### config.mk
export PLATFORM = sky130hd
export DESIGN_NAME = arcsin_taylor_series_core
export DESIGN_NICKNAME = d
export VERILOG_FILES = /design/src/rtl/ast_pkg.sv /design/src/rtl/arcsin_taylor_series_core.sv
export SDC_FILE = /design/constraint.sdc
export NUM_CORES = 1
export LEC_CHECK = 0
export BUFFER_PORTS_ARGS = -buffer_cell sky130_fd_sc_hd__buf_4
export CAP_MARGIN = 20
export CORE_MARGIN = 1
export CORE_UTILIZATION = 36
export CTS_CLUSTER_DIAMETER = 60
export DETAILED_ROUTE_END_ITERATION = 16
export GPL_TIMING_DRIVEN = 1
export MAX_ROUTING_LAYER = met4
export SLEW_MARGIN = 20
export SYNTH_ARGS = -nofsm -noshare
export SYNTH_HDL_FRONTEND = slang
export SYNTH_SLANG_ARGS = --single-unit
### constraint.sdc
create_clock -name clk -period 8.2 [get_ports clk]
set_clock_uncertainty 0.1 [all_clocks]
set_input_delay 1.64 -clock clk [delete_from_list [all_inputs] [get_ports clk]]
set_output_delay 1.64 -clock clk [all_outputs]
set_load 0.01 [all_outputs]
### src/rtl/ast_pkg.sv
package ast_pkg;

    localparam int ARG_W        = 32;
    localparam int TERM_W       = 11;
    localparam int RESULT_W     = 32;
    localparam int MAX_TERMS_DEF = 1024;
    localparam int FRAC_BITS_DEF = 30;

    typedef struct packed {
        logic signed [ARG_W-1:0]  argument;
        logic        [TERM_W-1:0] term_count;
    } request_t;

    typedef struct packed {
        logic signed [RESULT_W-1:0] result;
        logic                       saturated;
    } response_t;

endpackage

### src/rtl/arcsin_taylor_series_core.sv
// Arcsine by its Maclaurin series, fixed point with FRAC_BITS fraction bits.
// Input channel: a transaction is taken at a rising edge with start high and
// busy low; request carries the argument x (clamped to [-1,1]) and the term
// count n (clamped to MAX_TERMS). busy stays high until the result is out.
// Output channel: done is high for exactly one cycle with response valid;
// the receiver must take it then, it cannot hold the block off.
// All work runs on one shared shift-add multiplier / restoring divider that
// retires one bit per cycle.
// Cost: x^2 takes one operation, each term four (ceil divide for the
// coefficient, two multiplies, one divide), then ST_FINISH raises done.
// One transaction at a time; busy low again in the cycle done is shown,
// so the next start may be taken right then.
// The sum is clipped to the 32-bit result range; saturated flags the clip.
// Reset (rst_n low, asynchronous) returns the sequencer to idle and clears
// done; no transaction is in flight afterwards.
module arcsin_taylor_series_core #(
    parameter int MAX_TERMS = ast_pkg::MAX_TERMS_DEF,
    parameter int FRAC_BITS = ast_pkg::FRAC_BITS_DEF
) (
    input  logic               clk,
    input  logic               rst_n,
    input  logic               start,
    input  ast_pkg::request_t  request,
    output logic               busy,
    output logic               done,
    output ast_pkg::response_t response
);

    localparam int MW    = FRAC_BITS + 1;
    localparam int IW    = $clog2(MAX_TERMS + 1);
    localparam int DW    = IW + 1;
    localparam int UW    = (MW > DW) ? MW : DW;
    localparam int CNTW  = $clog2(MW + 2);
    localparam int ACC_W = 33;
    localparam int EW    = (ACC_W > MW + 1) ? ACC_W : MW + 1;
    localparam int SW    = ((ACC_W > MW) ? ACC_W : MW) + 1;
    localparam int NW    = (ast_pkg::TERM_W > IW) ? ast_pkg::TERM_W : IW;

    typedef enum logic [2:0] {
        ST_IDLE,
        ST_X2,
        ST_C_DIV,
        ST_P_MUL,
        ST_T_MUL,
        ST_T_DIV,
        ST_FINISH
    } state_t;

    state_t             state_reg, state_next;
    logic [UW:0]        hi_reg, hi_next;
    logic [MW-1:0]      lo_reg, lo_next;
    logic [UW-1:0]      b_reg, b_next;
    logic [CNTW-1:0]    cnt_reg, cnt_next;
    logic [MW-1:0]      x2_reg, x2_next;
    logic [MW-1:0]      c_reg, c_next;
    logic [MW-1:0]      p_reg, p_next;
    logic [ACC_W-1:0]   acc_reg, acc_next;
    logic [IW-1:0]      term_reg, term_next;
    logic [IW-1:0]      n_reg, n_next;
    logic               neg_reg, neg_next;
    logic               done_reg, done_next;
    ast_pkg::response_t response_reg, response_next;

    logic               stepping;
    logic               is_div;
    logic [UW:0]        mul_sum;
    logic [UW:0]        div_shift;
    logic               div_ok;
    logic [UW:0]        step_hi;
    logic [MW-1:0]      step_lo;
    logic [2*MW-1:0]    prod;
    logic [MW-1:0]      prod_fx;
    logic [MW-1:0]      c_upd;
    logic [SW-1:0]      acc_sum;
    logic [ACC_W-1:0]   acc_upd;
    logic [IW-1:0]      term_inc;
    logic [EW-1:0]      arg_mag;
    logic [EW-1:0]      arg_clamp;
    logic [NW-1:0]      n_wide;
    logic [IW-1:0]      n_clamp;
    logic [31:0]        raw;

    assign stepping = (cnt_reg != CNTW'(MW));
    assign is_div   = (state_reg == ST_C_DIV) || (state_reg == ST_T_DIV);

    // shared unit: one multiply or divide bit per cycle
    assign mul_sum   = {1'b0, hi_reg[UW-1:0]} + (lo_reg[0] ? {1'b0, b_reg} : '0);
    assign div_shift = {hi_reg[UW-1:0], lo_reg[MW-1]};
    assign div_ok    = (div_shift >= {1'b0, b_reg});

    always_comb
    begin
        if (is_div)
        begin
            step_hi = div_ok ? (div_shift - {1'b0, b_reg}) : div_shift;
            step_lo = {lo_reg[MW-2:0], div_ok};
        end
        else
        begin
            step_hi = {1'b0, mul_sum[UW:1]};
            step_lo = {mul_sum[0], lo_reg[MW-1:1]};
        end
    end

    assign prod     = {hi_reg[MW-1:0], lo_reg};
    assign prod_fx  = prod[FRAC_BITS +: MW];
    assign c_upd    = c_reg - lo_reg - MW'(hi_reg != '0);
    assign acc_sum  = SW'(acc_reg) + SW'(lo_reg);
    assign acc_upd  = (acc_sum > (SW'(1) << 32)) ? (ACC_W'(1) << 32) : acc_sum[ACC_W-1:0];
    assign term_inc = term_reg + 1'b1;

    assign raw       = request.argument;
    assign arg_mag   = raw[31] ? EW'(33'h1_0000_0000 - {1'b0, raw}) : EW'(raw);
    assign arg_clamp = (arg_mag > (EW'(1) << FRAC_BITS)) ? (EW'(1) << FRAC_BITS) : arg_mag;
    assign n_wide    = NW'(request.term_count);
    assign n_clamp   = (n_wide > NW'(MAX_TERMS)) ? IW'(MAX_TERMS) : n_wide[IW-1:0];

    always_comb
    begin
        state_next    = state_reg;
        hi_next       = hi_reg;
        lo_next       = lo_reg;
        b_next        = b_reg;
        cnt_next      = cnt_reg;
        x2_next       = x2_reg;
        c_next        = c_reg;
        p_next        = p_reg;
        acc_next      = acc_reg;
        term_next     = term_reg;
        n_next        = n_reg;
        neg_next      = neg_reg;
        done_next     = 1'b0;
        response_next = response_reg;

        unique case (state_reg)
            ST_IDLE:
            begin
                if (start)
                begin
                    neg_next   = raw[31];
                    n_next     = n_clamp;
                    term_next  = IW'(1);
                    c_next     = MW'(1) << FRAC_BITS;
                    p_next     = arg_clamp[MW-1:0];
                    acc_next   = arg_clamp[ACC_W-1:0];
                    hi_next    = '0;
                    lo_next    = arg_clamp[MW-1:0];
                    b_next     = UW'(arg_clamp[MW-1:0]);
                    cnt_next   = '0;
                    state_next = ST_X2;
                end
            end
            ST_X2, ST_C_DIV, ST_P_MUL, ST_T_MUL, ST_T_DIV:
            begin
                if (stepping)
                begin
                    hi_next  = step_hi;
                    lo_next  = step_lo;
                    cnt_next = cnt_reg + 1'b1;
                end
                else
                begin
                    hi_next  = '0;
                    cnt_next = '0;
                    unique case (state_reg)
                        ST_X2:
                        begin
                            x2_next = prod_fx;
                            lo_next = c_reg;
                            b_next  = UW'({term_reg, 1'b0});
                            state_next = (n_reg == '0) ? ST_FINISH : ST_C_DIV;
                        end
                        ST_C_DIV:
                        begin
                            c_next     = c_upd;
                            lo_next    = p_reg;
                            b_next     = UW'(x2_reg);
                            state_next = ST_P_MUL;
                        end
                        ST_P_MUL:
                        begin
                            p_next     = prod_fx;
                            lo_next    = c_reg;
                            b_next     = UW'(prod_fx);
                            state_next = ST_T_MUL;
                        end
                        ST_T_MUL:
                        begin
                            lo_next    = prod_fx;
                            b_next     = UW'({term_reg, 1'b1});
                            state_next = ST_T_DIV;
                        end
                        default:
                        begin
                            acc_next = acc_upd;
                            if (term_reg == n_reg)
                            begin
                                state_next = ST_FINISH;
                            end
                            else
                            begin
                                term_next  = term_inc;
                                lo_next    = c_reg;
                                b_next     = UW'({term_inc, 1'b0});
                                state_next = ST_C_DIV;
                            end
                        end
                    endcase
                end
            end
            ST_FINISH:
            begin
                done_next = 1'b1;
                if (neg_reg)
                begin
                    response_next.saturated = (acc_reg > (ACC_W'(1) << 31));
                    response_next.result    = response_next.saturated ? 32'h8000_0000
                                                                      : -acc_reg[31:0];
                end
                else
                begin
                    response_next.saturated = (acc_reg > ACC_W'(32'h7FFF_FFFF));
                    response_next.result    = response_next.saturated ? 32'h7FFF_FFFF
                                                                      : acc_reg[31:0];
                end
                state_next = ST_IDLE;
            end
            default:
            begin
                state_next = ST_IDLE;
            end
        endcase
    end

    always_ff @(posedge clk or negedge rst_n)
    begin
        if (!rst_n)
        begin
            state_reg <= ST_IDLE;
            done_reg  <= 1'b0;
            cnt_reg   <= '0;
            term_reg  <= '0;
            n_reg     <= '0;
        end
        else
        begin
            state_reg <= state_next;
            done_reg  <= done_next;
            cnt_reg   <= cnt_next;
            term_reg  <= term_next;
            n_reg     <= n_next;
        end
    end

    always_ff @(posedge clk)
    begin
        hi_reg       <= hi_next;
        lo_reg       <= lo_next;
        b_reg        <= b_next;
        x2_reg       <= x2_next;
        c_reg        <= c_next;
        p_reg        <= p_next;
        acc_reg      <= acc_next;
        neg_reg      <= neg_next;
        response_reg <= response_next;
    end

    assign busy     = (state_reg != ST_IDLE);
    assign done     = done_reg;
    assign response = response_reg;

    a_done_single: assert property (@(posedge clk) disable iff (!rst_n)
        done |=> !done)
        else $error("done held longer than one cycle");

    a_start_busy: assert property (@(posedge clk) disable iff (!rst_n)
        (start && !busy) |=> busy)
        else $error("transaction accepted but block not busy");

    a_term_range: assert property (@(posedge clk) disable iff (!rst_n)
        busy |-> (term_reg <= n_reg || n_reg == '0))
        else $error("term index ran past term count");

    a_sat_value: assert property (@(posedge clk) disable iff (!rst_n)
        (done && response.saturated) |->
            (response.result == 32'sh7FFF_FFFF || response.result == 32'sh8000_0000))
        else $error("saturated flag without clipped result");

endmodule

# Yosys cells after proc, flatten, opt, wreduce, memory -nomap -nowiden
# Index checks and enable logic that the tools add are counted.
dict set report op_classes {
  add_sub_neg 9
  magnitude_cmp 6
  n_eq_ne 16
  mux 49
  bitwise_logic 1
  n_reduce_logical 19
}
# operator n
set op_table {}
lappend op_table {{31-bit two-way mux} 12}
lappend op_table {{31-bit case mux with 2 select lines} 4}
lappend op_table {{33-bit two-way mux} 7}
lappend op_table {{32-bit two-way mux} 6}
lappend op_table {{31-bit case mux with 4 select lines} 1}
lappend op_table {{31-bit case mux with 3 select lines} 1}
lappend op_table {{33-bit by 31-bit greater-than comparator with 1-bit output, second input constant} 2}
lappend op_table {{33-bit case mux with 2 select lines} 1}
lappend op_table {{32-bit case mux with 2 select lines} 1}
lappend op_table {{11-bit two-way mux} 5}
lappend op_table {{33-bit by 31-bit adder with 34-bit output} 1}
lappend op_table {{34-bit by 33-bit greater-than comparator with 1-bit output, second input constant} 1}
lappend op_table {{33-bit by 32-bit greater-than comparator with 1-bit output, second input constant} 1}
lappend op_table {{33-bit by 32-bit subtractor with 33-bit output, first input constant} 1}
lappend op_table {{31-bit by 31-bit adder with 32-bit output} 1}
lappend op_table {{32-bit by 31-bit >= comparator with 1-bit output} 1}
lappend op_table {{32-bit negator} 1}
lappend op_table {{32-bit nonzero test} 1}
lappend op_table {{32-bit by 31-bit subtractor with 32-bit output} 1}
lappend op_table {{31-bit by 1-bit subtractor with 31-bit output} 1}
lappend op_table {{31-bit subtractor} 1}
lappend op_table {{11-bit case mux with 2 select lines} 1}
lappend op_table {{4-bit AND reduction} 4}
lappend op_table {{3-bit two-way mux} 4}
lappend op_table {{other kinds (27)} 40}
dict set report word_totals {
  register_bits 286
  in_bits 46
  out_inout_bits 35
  word_cells 115
}

# Depth between registers and ports, before layout
# Gate-level depths: netlist (run 1).
dict set report depth {
  depth_word 6
  depth_mapped 18
  mapped_depth_nobuf 18
}

# Least setup slack after synthesis (run 1)
# No wires, ideal clock.
dict set report synth_timing {
  path_kind {input -> register}
  from {input request[16] (netlist name)}
  to {register b_reg[6], data pin}
  setup_ps 158
  t_arrival_ps 4756
  required_ps 7942
  path_slack_ps 3185
  path_stages 12
  n_path_buf 2
  cell_sequence {clkbuf_1 > nor4_2 > nand4_1 > or2_2 > or3_1 > or3_1 > mux2i_1 > a21o_1 > o41a_1 > buf_6 > or2_4 > o211ai_1}
}
dict set report synth_via {
  elab_chain_len 6
}
# element line_no
set synth_lines {}
lappend synth_lines {{start, declared} arcsin_taylor_series_core.sv:23} ;# input ast_pkg::request_t request,
lappend synth_lines {{33-bit by 32-bit subtractor with 33-bit output} arcsin_taylor_series_core.sv:113} ;# assign arg_mag = raw[31] ? EW'(33'h1_0000_0000 - {1'b0, raw}) : EW'(raw);
lappend synth_lines {{33-bit two-way mux *} arcsin_taylor_series_core.sv:113}
lappend synth_lines {{33-bit by 31-bit greater-than comparator with 1-bit output} arcsin_taylor_series_core.sv:114} ;# assign arg_clamp = (arg_mag > (EW'(1) << FRAC_BITS)) ? (EW'(1) << FRAC_BITS) : arg_mag;
lappend synth_lines {{33-bit two-way mux *} arcsin_taylor_series_core.sv:114}
lappend synth_lines {{31-bit two-way mux *} arcsin_taylor_series_core.sv:138} ;# if (start)
lappend synth_lines {{31-bit case mux with 2 select lines *} arcsin_taylor_series_core.sv:135} ;# unique case (state_reg)
lappend synth_lines {{via b_next[6]} arcsin_taylor_series_core.sv:52} ;# logic [UW-1:0] b_reg, b_next;
lappend synth_lines {{end signal, assigned} arcsin_taylor_series_core.sv:259} ;# b_reg <= b_next;
lappend synth_lines {{end, declared} arcsin_taylor_series_core.sv:52}
# The timed path passes the listed nets; every way through them passes the cells marked *. The select of a mux whose other input is x is not followed.
# A chain may end at the register's enable or synchronous reset.

# Worst setup path in the final report (run 1)
dict set report layout_timing {
  from {register hi_reg[25]}
  to {register c_reg[30], data pin}
}
dict set report layout_via {
  elab_chain_len 5
}
# element line_no
set layout_lines {}
lappend layout_lines {{start, declared} arcsin_taylor_series_core.sv:50} ;# logic [UW:0] hi_reg, hi_next;
lappend layout_lines {{start signal, assigned} arcsin_taylor_series_core.sv:257} ;# hi_reg <= hi_next;
lappend layout_lines {{32-bit nonzero test} arcsin_taylor_series_core.sv:107} ;# assign c_upd = c_reg - lo_reg - MW'(hi_reg != '0);
lappend layout_lines {{31-bit by 1-bit subtractor with 31-bit output} arcsin_taylor_series_core.sv:107}
lappend layout_lines {{31-bit two-way mux} arcsin_taylor_series_core.sv:165} ;# unique case (state_reg)
lappend layout_lines {{31-bit two-way mux} arcsin_taylor_series_core.sv:155} ;# if (stepping)
lappend layout_lines {{31-bit case mux with 2 select lines} arcsin_taylor_series_core.sv:135}
lappend layout_lines {{end signal, assigned} arcsin_taylor_series_core.sv:261} ;# c_reg <= c_next;
lappend layout_lines {{end, declared} arcsin_taylor_series_core.sv:55} ;# logic [MW-1:0] c_reg, c_next;
# No other way between the ends. The select of a mux whose other input is x is not followed.

==> results of run 1 <==
==> worst max-delay path: cells and delay by family, from the launching register on <==
| kind | cells | cell delay (ns) |
|---|---|---|
| fa+ha+maj | 3 | 1.05 |
| flops | 1 | 0.52 |
| simple gates | 8 | 2.28 |
| buf+inv | 1 | 0.07 |
| xor+xnor | 1 | 0.15 |
| compound gates | 5 | 1.56 |
==> layout by cell type, fill, tap and decap left out, types with 27 or more instances in the layout <==
cell type,count
nand2_1,320
edfxtp_1,254
inv_1,173
o21ai_0,169
ha_1,156
a21oi_1,150
nor2_1,146
nand3_1,113
buf_4,109
xor2_1,75
xnor2_1,71
a21o_1,70
nor3_1,45
and2_1,41
a22oi_1,38
clkbuf_16,38
nand2b_1,34
dfrtp_1,32
or3_1,30
nor4_1,29
o311ai_0,29
nand4_1,28
o211ai_1,27
a31o_2,27
==> cell families (layout without fill, tap and decap cells) <==
| kind of cell | count (synthesis) | count (layout) |
|---|---|---|
| and+or+nand+nor | 893 | 893 |
| AOI/OAI and AO/OA | 763 | 763 |
| buffers and inverters | 299 | 350 |
| DFF | 286 | 286 |
| adders and majority gates | 161 | 161 |
| xor gates and xnor gates | 146 | 146 |
| muxes | 26 | 26 |
==> report_power, final <==
part	total (mW)	internal, mW	switching [mW]
combinational	7.10	2.72	4.38
clock	1.63	0.902	0.725
sequential	3.21	2.42	0.795
total	11.9	6.04	5.90
==> routing by layer <==
metal | wire [microns] | GRT usage, %
met5 | 0 | -
met4 | 2210 | 7.55
met1 | 34600 | 34.2
met3 | 6500 | 3.92
met2 | 34100 | 36.7
==> cell type report <==
class / count / area, sq um
Inverter: 174 / 653
Fill cell: 6234 / 36700
Tap cell: 837 / 1050
Multi-Input combinational cell: 1989 / 13200
Timing Repair Buffer: 109 / 818
Clock inverter: 23 / 211
Sequential cell: 286 / 8430
Clock buffer: 44 / 973
==> through the flow <==
stage	utilization [%]	cells	hold WS, ns
detailed placement	38.9	3395	0.417
global route	40.8	3462	0.454
global placement	38.9	3395	0.396
CTS	40.8	3462	0.427
finish	40.8	3462	0.423
floorplan	-	2574	0.366
==> how the worst max path moves through the flow <==
stage | startpoint | endpoint | cells after the start
6_report | hi_reg[25] | c_reg[30] | 18
5_1_grt | hi_reg[25] | c_reg[30] | 18
4_1_cts | hi_reg[25] | c_reg[30] | 18
3_5_place_dp | request[11] | b_reg[14] | 13
3_3_place_gp | request[11] | b_reg[14] | 13
2_1_floorplan | request[16] | b_reg[6] | 12
==> run_results.csv, run 1 <==
group,metric,value,unit
outcome,status,"finished, final reports clean",
cts,cts_resized,0,
synthesis,synthSimpleGateAreaFrac,19.1,%
floorplan,start_util,36.5,%
global_route,grt_pass1_wl,118000,microns
critical_path,r2r_end,"c_reg[30]",
synthesis,synth_most_common_cell,"nand2_1",
critical_path,cpMaxStageDelayCell,"or4b_2",
global_route,antenna_found_initial,1,
floorplan,die_h,253,microns
min_path,hold_depth,2,
critical_path,ff2ff_setup_slack,2.17,ns
sta,finalHoldViolations,0,
cts,clk_pin_slew,0.06,ns
placement,dpl_cell_area,24100,sq um
critical_path,cp-end-kind,"register",
cts,cts_setup_buffers,0,
synthesis,synth.net_count,2781,
synthesis,synth_compound_area_share,22.6,%
floorplan,dieArea,63900,sq um
detailed_routing,wire_per_inst,22.4,microns
floorplan,io_pins,81,
cts,cts_tree,"done",
synthesis,synth_top_family_by_area,"compound AO/OA/AOI/OAI gates",
sta,max_slew_margin,25.1,%
global_route,track_usage,24.7,%
critical_path,critPathArrivalTime,6.23,ns
sta,tightest_slew,1.12,ns
min_path,hold_class,"register to register",
synthesis,ys_ff_latch,286,
layout,layout-drive-gt1-share,9.52,%
min_path,hold_end,"cnt_reg[4]",
detailed_routing,drc_errors,0,
sta,timing.final.ws_setup,2.17,ns
pwr,ir_worst_vdd,0.277,mV
synthesis,async_flop_share,11.2,%
layout,layout.nets,2805,
placement,dpl.hpwl,56600,microns
global_route,grt_max_degree,63,
synthesis,synth_cell_types,82,
cts,numCtsBuffers,38,
layout,area_delta_synth_final,11.7,%
detailed_routing,vias,20800,
critical_path,crit_fanout,8,
synthesis,synthTopCellsByCount,"nand2_1 (321), edfxtp_1 (254), inv_1 (174), o21ai_0 (169), ha_1 (156)",
critical_path,cp.required,8.40,ns
pwr,total_power,11.9,mW
critical_path,reg2reg_from,"hi_reg[25]",
cts,htreeDepth,2,
synthesis,yosys_warnings,0,
layout,stdcell_area,25300,sq um
global_route,grt_pass1_vias,19400,
detailed_routing,postRouteAntennaNets,0,
synthesis,yosysSeqAreaShare,37.2,%
synthesis,synthFlopType,"edfxtp_1",
cts,insertion_delay,0.60,ns
synthesis,synth_cells,2574,
sta,fin_tns_setup,0,ns
sta,fmax,166,MHz
detailed_routing,wl,77400,microns
synthesis,synth_xor_area_share,5.65,%
sta,rsz0062_at_grt,"no",
synthesis,synth.largest_area_cell,"edfxtp_1",
placement,gp_congestion,0.918,
layout,diodes,0,
sta,setup_viol,0,
synthesis,synth.area.mux_share,1.21,%
critical_path,rr_worst_depth,18,
pwr,leakage,10.4,nW
floorplan,die_x,253,microns
cts,postCtsHoldBufs,0,
run,maxCapViolations,0,
floorplan,rows,91,
placement,pre_cts_ws,1.85,ns
critical_path,crit_chain,"nor4_1 -> nand4_1 -> or2_2 -> fa_1 -> inv_1 -> ha_1 -> nor2_1 -> fa_1 -> nand2_1 -> a2111oi_1 -> or4b_2 -> a31oi_1 -> o211ai_1 -> a41oi_1 -> nand3_1 -> o31ai_1 -> xnor2_1 -> nand2_1",
cts,max-clock-path-buffers,3,
cts,cts.root.buffer_cell,"clkbuf_16",
sta,report.final.slew_viol_count,0,
min_path,min_from,"cnt_reg[4]",
critical_path,startpoint_type,"register",
detailed_routing,dr.pass1.iters,5,
global_route,grt_overflow_total,0,
detailed_routing,drt_iter0_markers,2264,
sta,min_period_over_period,73.6,%
floorplan,coreArea,61900,sq um
synthesis,synth_edf_count,254,
critical_path,crit_type,"register to register",
sta,period_minus_slack,6.03,ns
synthesis,syn_area,22600,sq um
synthesis,avgSynthCellArea,8.79,sq um
synthesis,yosysTopAreaCellShare,33.7,%
synthesis,synth-adder-area-share,9.07,%
cts,clock_sinks,286,
critical_path,critPathMaxStageDelay,0.64,ns
placement,io_buffers,80,
synthesis,synth_area_leaders,"edfxtp_1 (34%), ha_1 (8.6%), nand2_1 (5.3%)",
pwr,pwr_density_cell,472,nW/um^2
detailed_routing,vias_per_cell,6.00,
No activity file was read; power rests on OpenSTA's default activity.
==> run 2, diff against run 1 <==
==> constraint.sdc (replaced) <==
create_clock -name clk -period 5.1 [get_ports clk]
set_clock_uncertainty 0.1 [all_clocks]
set_input_delay 1.02 -clock clk [delete_from_list [all_inputs] [get_ports clk]]
set_output_delay 1.02 -clock clk [all_outputs]
set_load 0.01 [all_outputs]
==> run 2 against run 1 <==
Sequential power rose by 50%. Global-route usage down 0.83 points. Cell count rose by 2.2%. Via count decreased by 0.43%. Fmax increased by 26%. Die area unchanged. Non-clock buffer count increased by 72. Setup slack got worse by 1.9 ns. Design area grew 2.8%. Count of clock-buffer cells in the layout grew 5. Utilization up 1.1 points. Critical path depth up 2. Highest routed layer unchanged.
==> run_results.csv, run 2 (synthesis gave the netlist of run 1 again) <==
group,metric,value,unit
outcome,status,"finished, final reports clean",
cts,clk_pin_slew,0.06,ns
cts,cts.root.buffer_cell,"clkbuf_16",
global_route,antenna_found_initial,1,
layout,final_util,42.0,%
critical_path,crit_type,"register to register",
sta,tightest_slew,1.16,ns
detailed_routing,wl,75000,microns
layout,layout_common_cells,"nand2_1 (319), edfxtp_1 (254), buf_4 (179)",
placement,io_buffers,80,
critical_path,critPathMaxStageDelay,0.61,ns
critical_path,critPathArrivalTime,5.00,ns
critical_path,crit_fanout,3,
critical_path,cp-end-kind,"register",
layout,layout-drive-gt1-share,12.3,%
sta,setup_viol,0,
global_route,track_usage,23.8,%
detailed_routing,wire_per_inst,21.2,microns
sta,min_period_over_period,93.9,%
global_route,grt_pass1_vias,19400,
detailed_routing,postRouteAntennaNets,0,
detailed_routing,vias,20700,
cts,insertion_delay,0.60,ns
detailed_routing,drc_errors,0,
pwr,pwr_density_cell,757,nW/um^2
cts,cts_setup_buffers,0,
global_route,grt_overflow_total,0,
critical_path,cp.required,5.31,ns
floorplan,io_pins,81,
floorplan,coreArea,61900,sq um
run,maxCapViolations,0,
detailed_routing,vias_per_cell,5.84,
floorplan,die_x,253,microns
critical_path,cp_common_cell,"buf_4",
layout,area_delta_synth_final,14.8,%
cts,htreeDepth,2,
layout,final_common_cell,"nand2_1",
detailed_routing,dr.pass1.iters,6,
cts,clock_sinks,286,
sta,report.final.slew_viol_count,0,
floorplan,rows,91,
placement,gp_congestion,0.945,
cts,cts_tree,"done",
layout,layout.nets,2878,
cts,max-clock-path-buffers,3,
min_path,hold_class,"input pin to asynchronous set/reset pin",
floorplan,dieArea,63900,sq um
critical_path,cpMaxStageDelayCell,"or4b_2",
detailed_routing,drt_iter0_markers,1944,
pwr,leakage,10.8,nW
critical_path,cp_top_family,"simple AND/OR/NAND/NOR gates",
placement,dpl.hpwl,56800,microns
global_route,grt_pass1_wl,115000,microns
sta,max_slew_margin,23.0,%
placement,dpl_cell_area,24700,sq um
critical_path,startpoint_type,"register",
sta,fmax,209,MHz
pwr,ir_worst_vdd,0.514,mV
critical_path,critPathBufInv,3,
sta,finalHoldViolations,0,
layout,diodes,0,
critical_path,crit_chain,"nor4_2 -> buf_4 -> nand4_1 -> or2_4 -> fa_1 -> inv_1 -> ha_1 -> nor2_1 -> fa_2 -> nand2_2 -> a2111oi_2 -> or4b_2 -> a31oi_1 -> buf_4 -> o211ai_1 -> a41oi_2 -> nand3_2 -> o31ai_2 -> xnor2_1 -> nand2_1",
floorplan,die_h,253,microns
cts,numCtsBuffers,39,
layout,stdcell_area,26000,sq um
global_route,grt_max_degree,73,
sta,period_minus_slack,4.79,ns
floorplan,start_util,36.5,%
[run 2: routing by layer]
metal	vias to the layer above	GRT usage, %	share of wire (%)
met5	-	-	0
met4	0	7.53	3.1
met3	119	2.70	6.4
met2	754	36.4	45
met1	10100	32.9	46
li1	9748	-	-
[run 2: repair_timing]
item,4_1_cts,5_1_grt
pin swaps,0,4
resized for setup,3,7
setup endpoints to repair,1,5
hold buffers,0,0
[run 2: final timing paths]
path,start,end,slack (ns),depth (start not counted)
worst max-delay path,hi_reg[29],c_reg[30],0.31,20
worst min-delay path,rst_n,done,0.27,1
worst max register to register,hi_reg[29],c_reg[30],0.31,20
worst min register to register,cnt_reg[3],cnt_reg[3],0.41,1
max in group asynchronous,rst_n,term_reg[10],4.30,1
min in group clk,cnt_reg[3],cnt_reg[3],0.41,1
[run 2: final cells by class]
type | count | area (sq um)
clock buffer | 49 | 1080
fill | 6200 | 36000
tap | 837 | 1050
inverter | 174 | 653
clock inverter | 23 | 204
multi-input combinational | 1989 | 13200
timing repair buffer | 181 | 1380
sequential | 286 | 8430
[run 2: power breakdown]
group | switching, mW | internal (mW)
sequential | 0.948 | 3.87
clock | 1.16 | 1.58
combinational | 7.34 | 4.76
[run 2: through the flow]
step           hold slack (ns)  setup TNS, ns  instances  setup WS [ns]  power, mW
2_1_floorplan            0.366              0       2574          0.430       13.0
3_3_place_gp             0.395        -0.0641       3467        -0.0641       16.5
3_5_place_dp             0.395        -0.0940       3467        -0.0940       16.6
4_1_cts                  0.277              0       3539        0.00837       19.5
5_1_grt                  0.302        -0.0360       3539        -0.0360       21.2
6_report                 0.269              0       3539          0.309       19.7
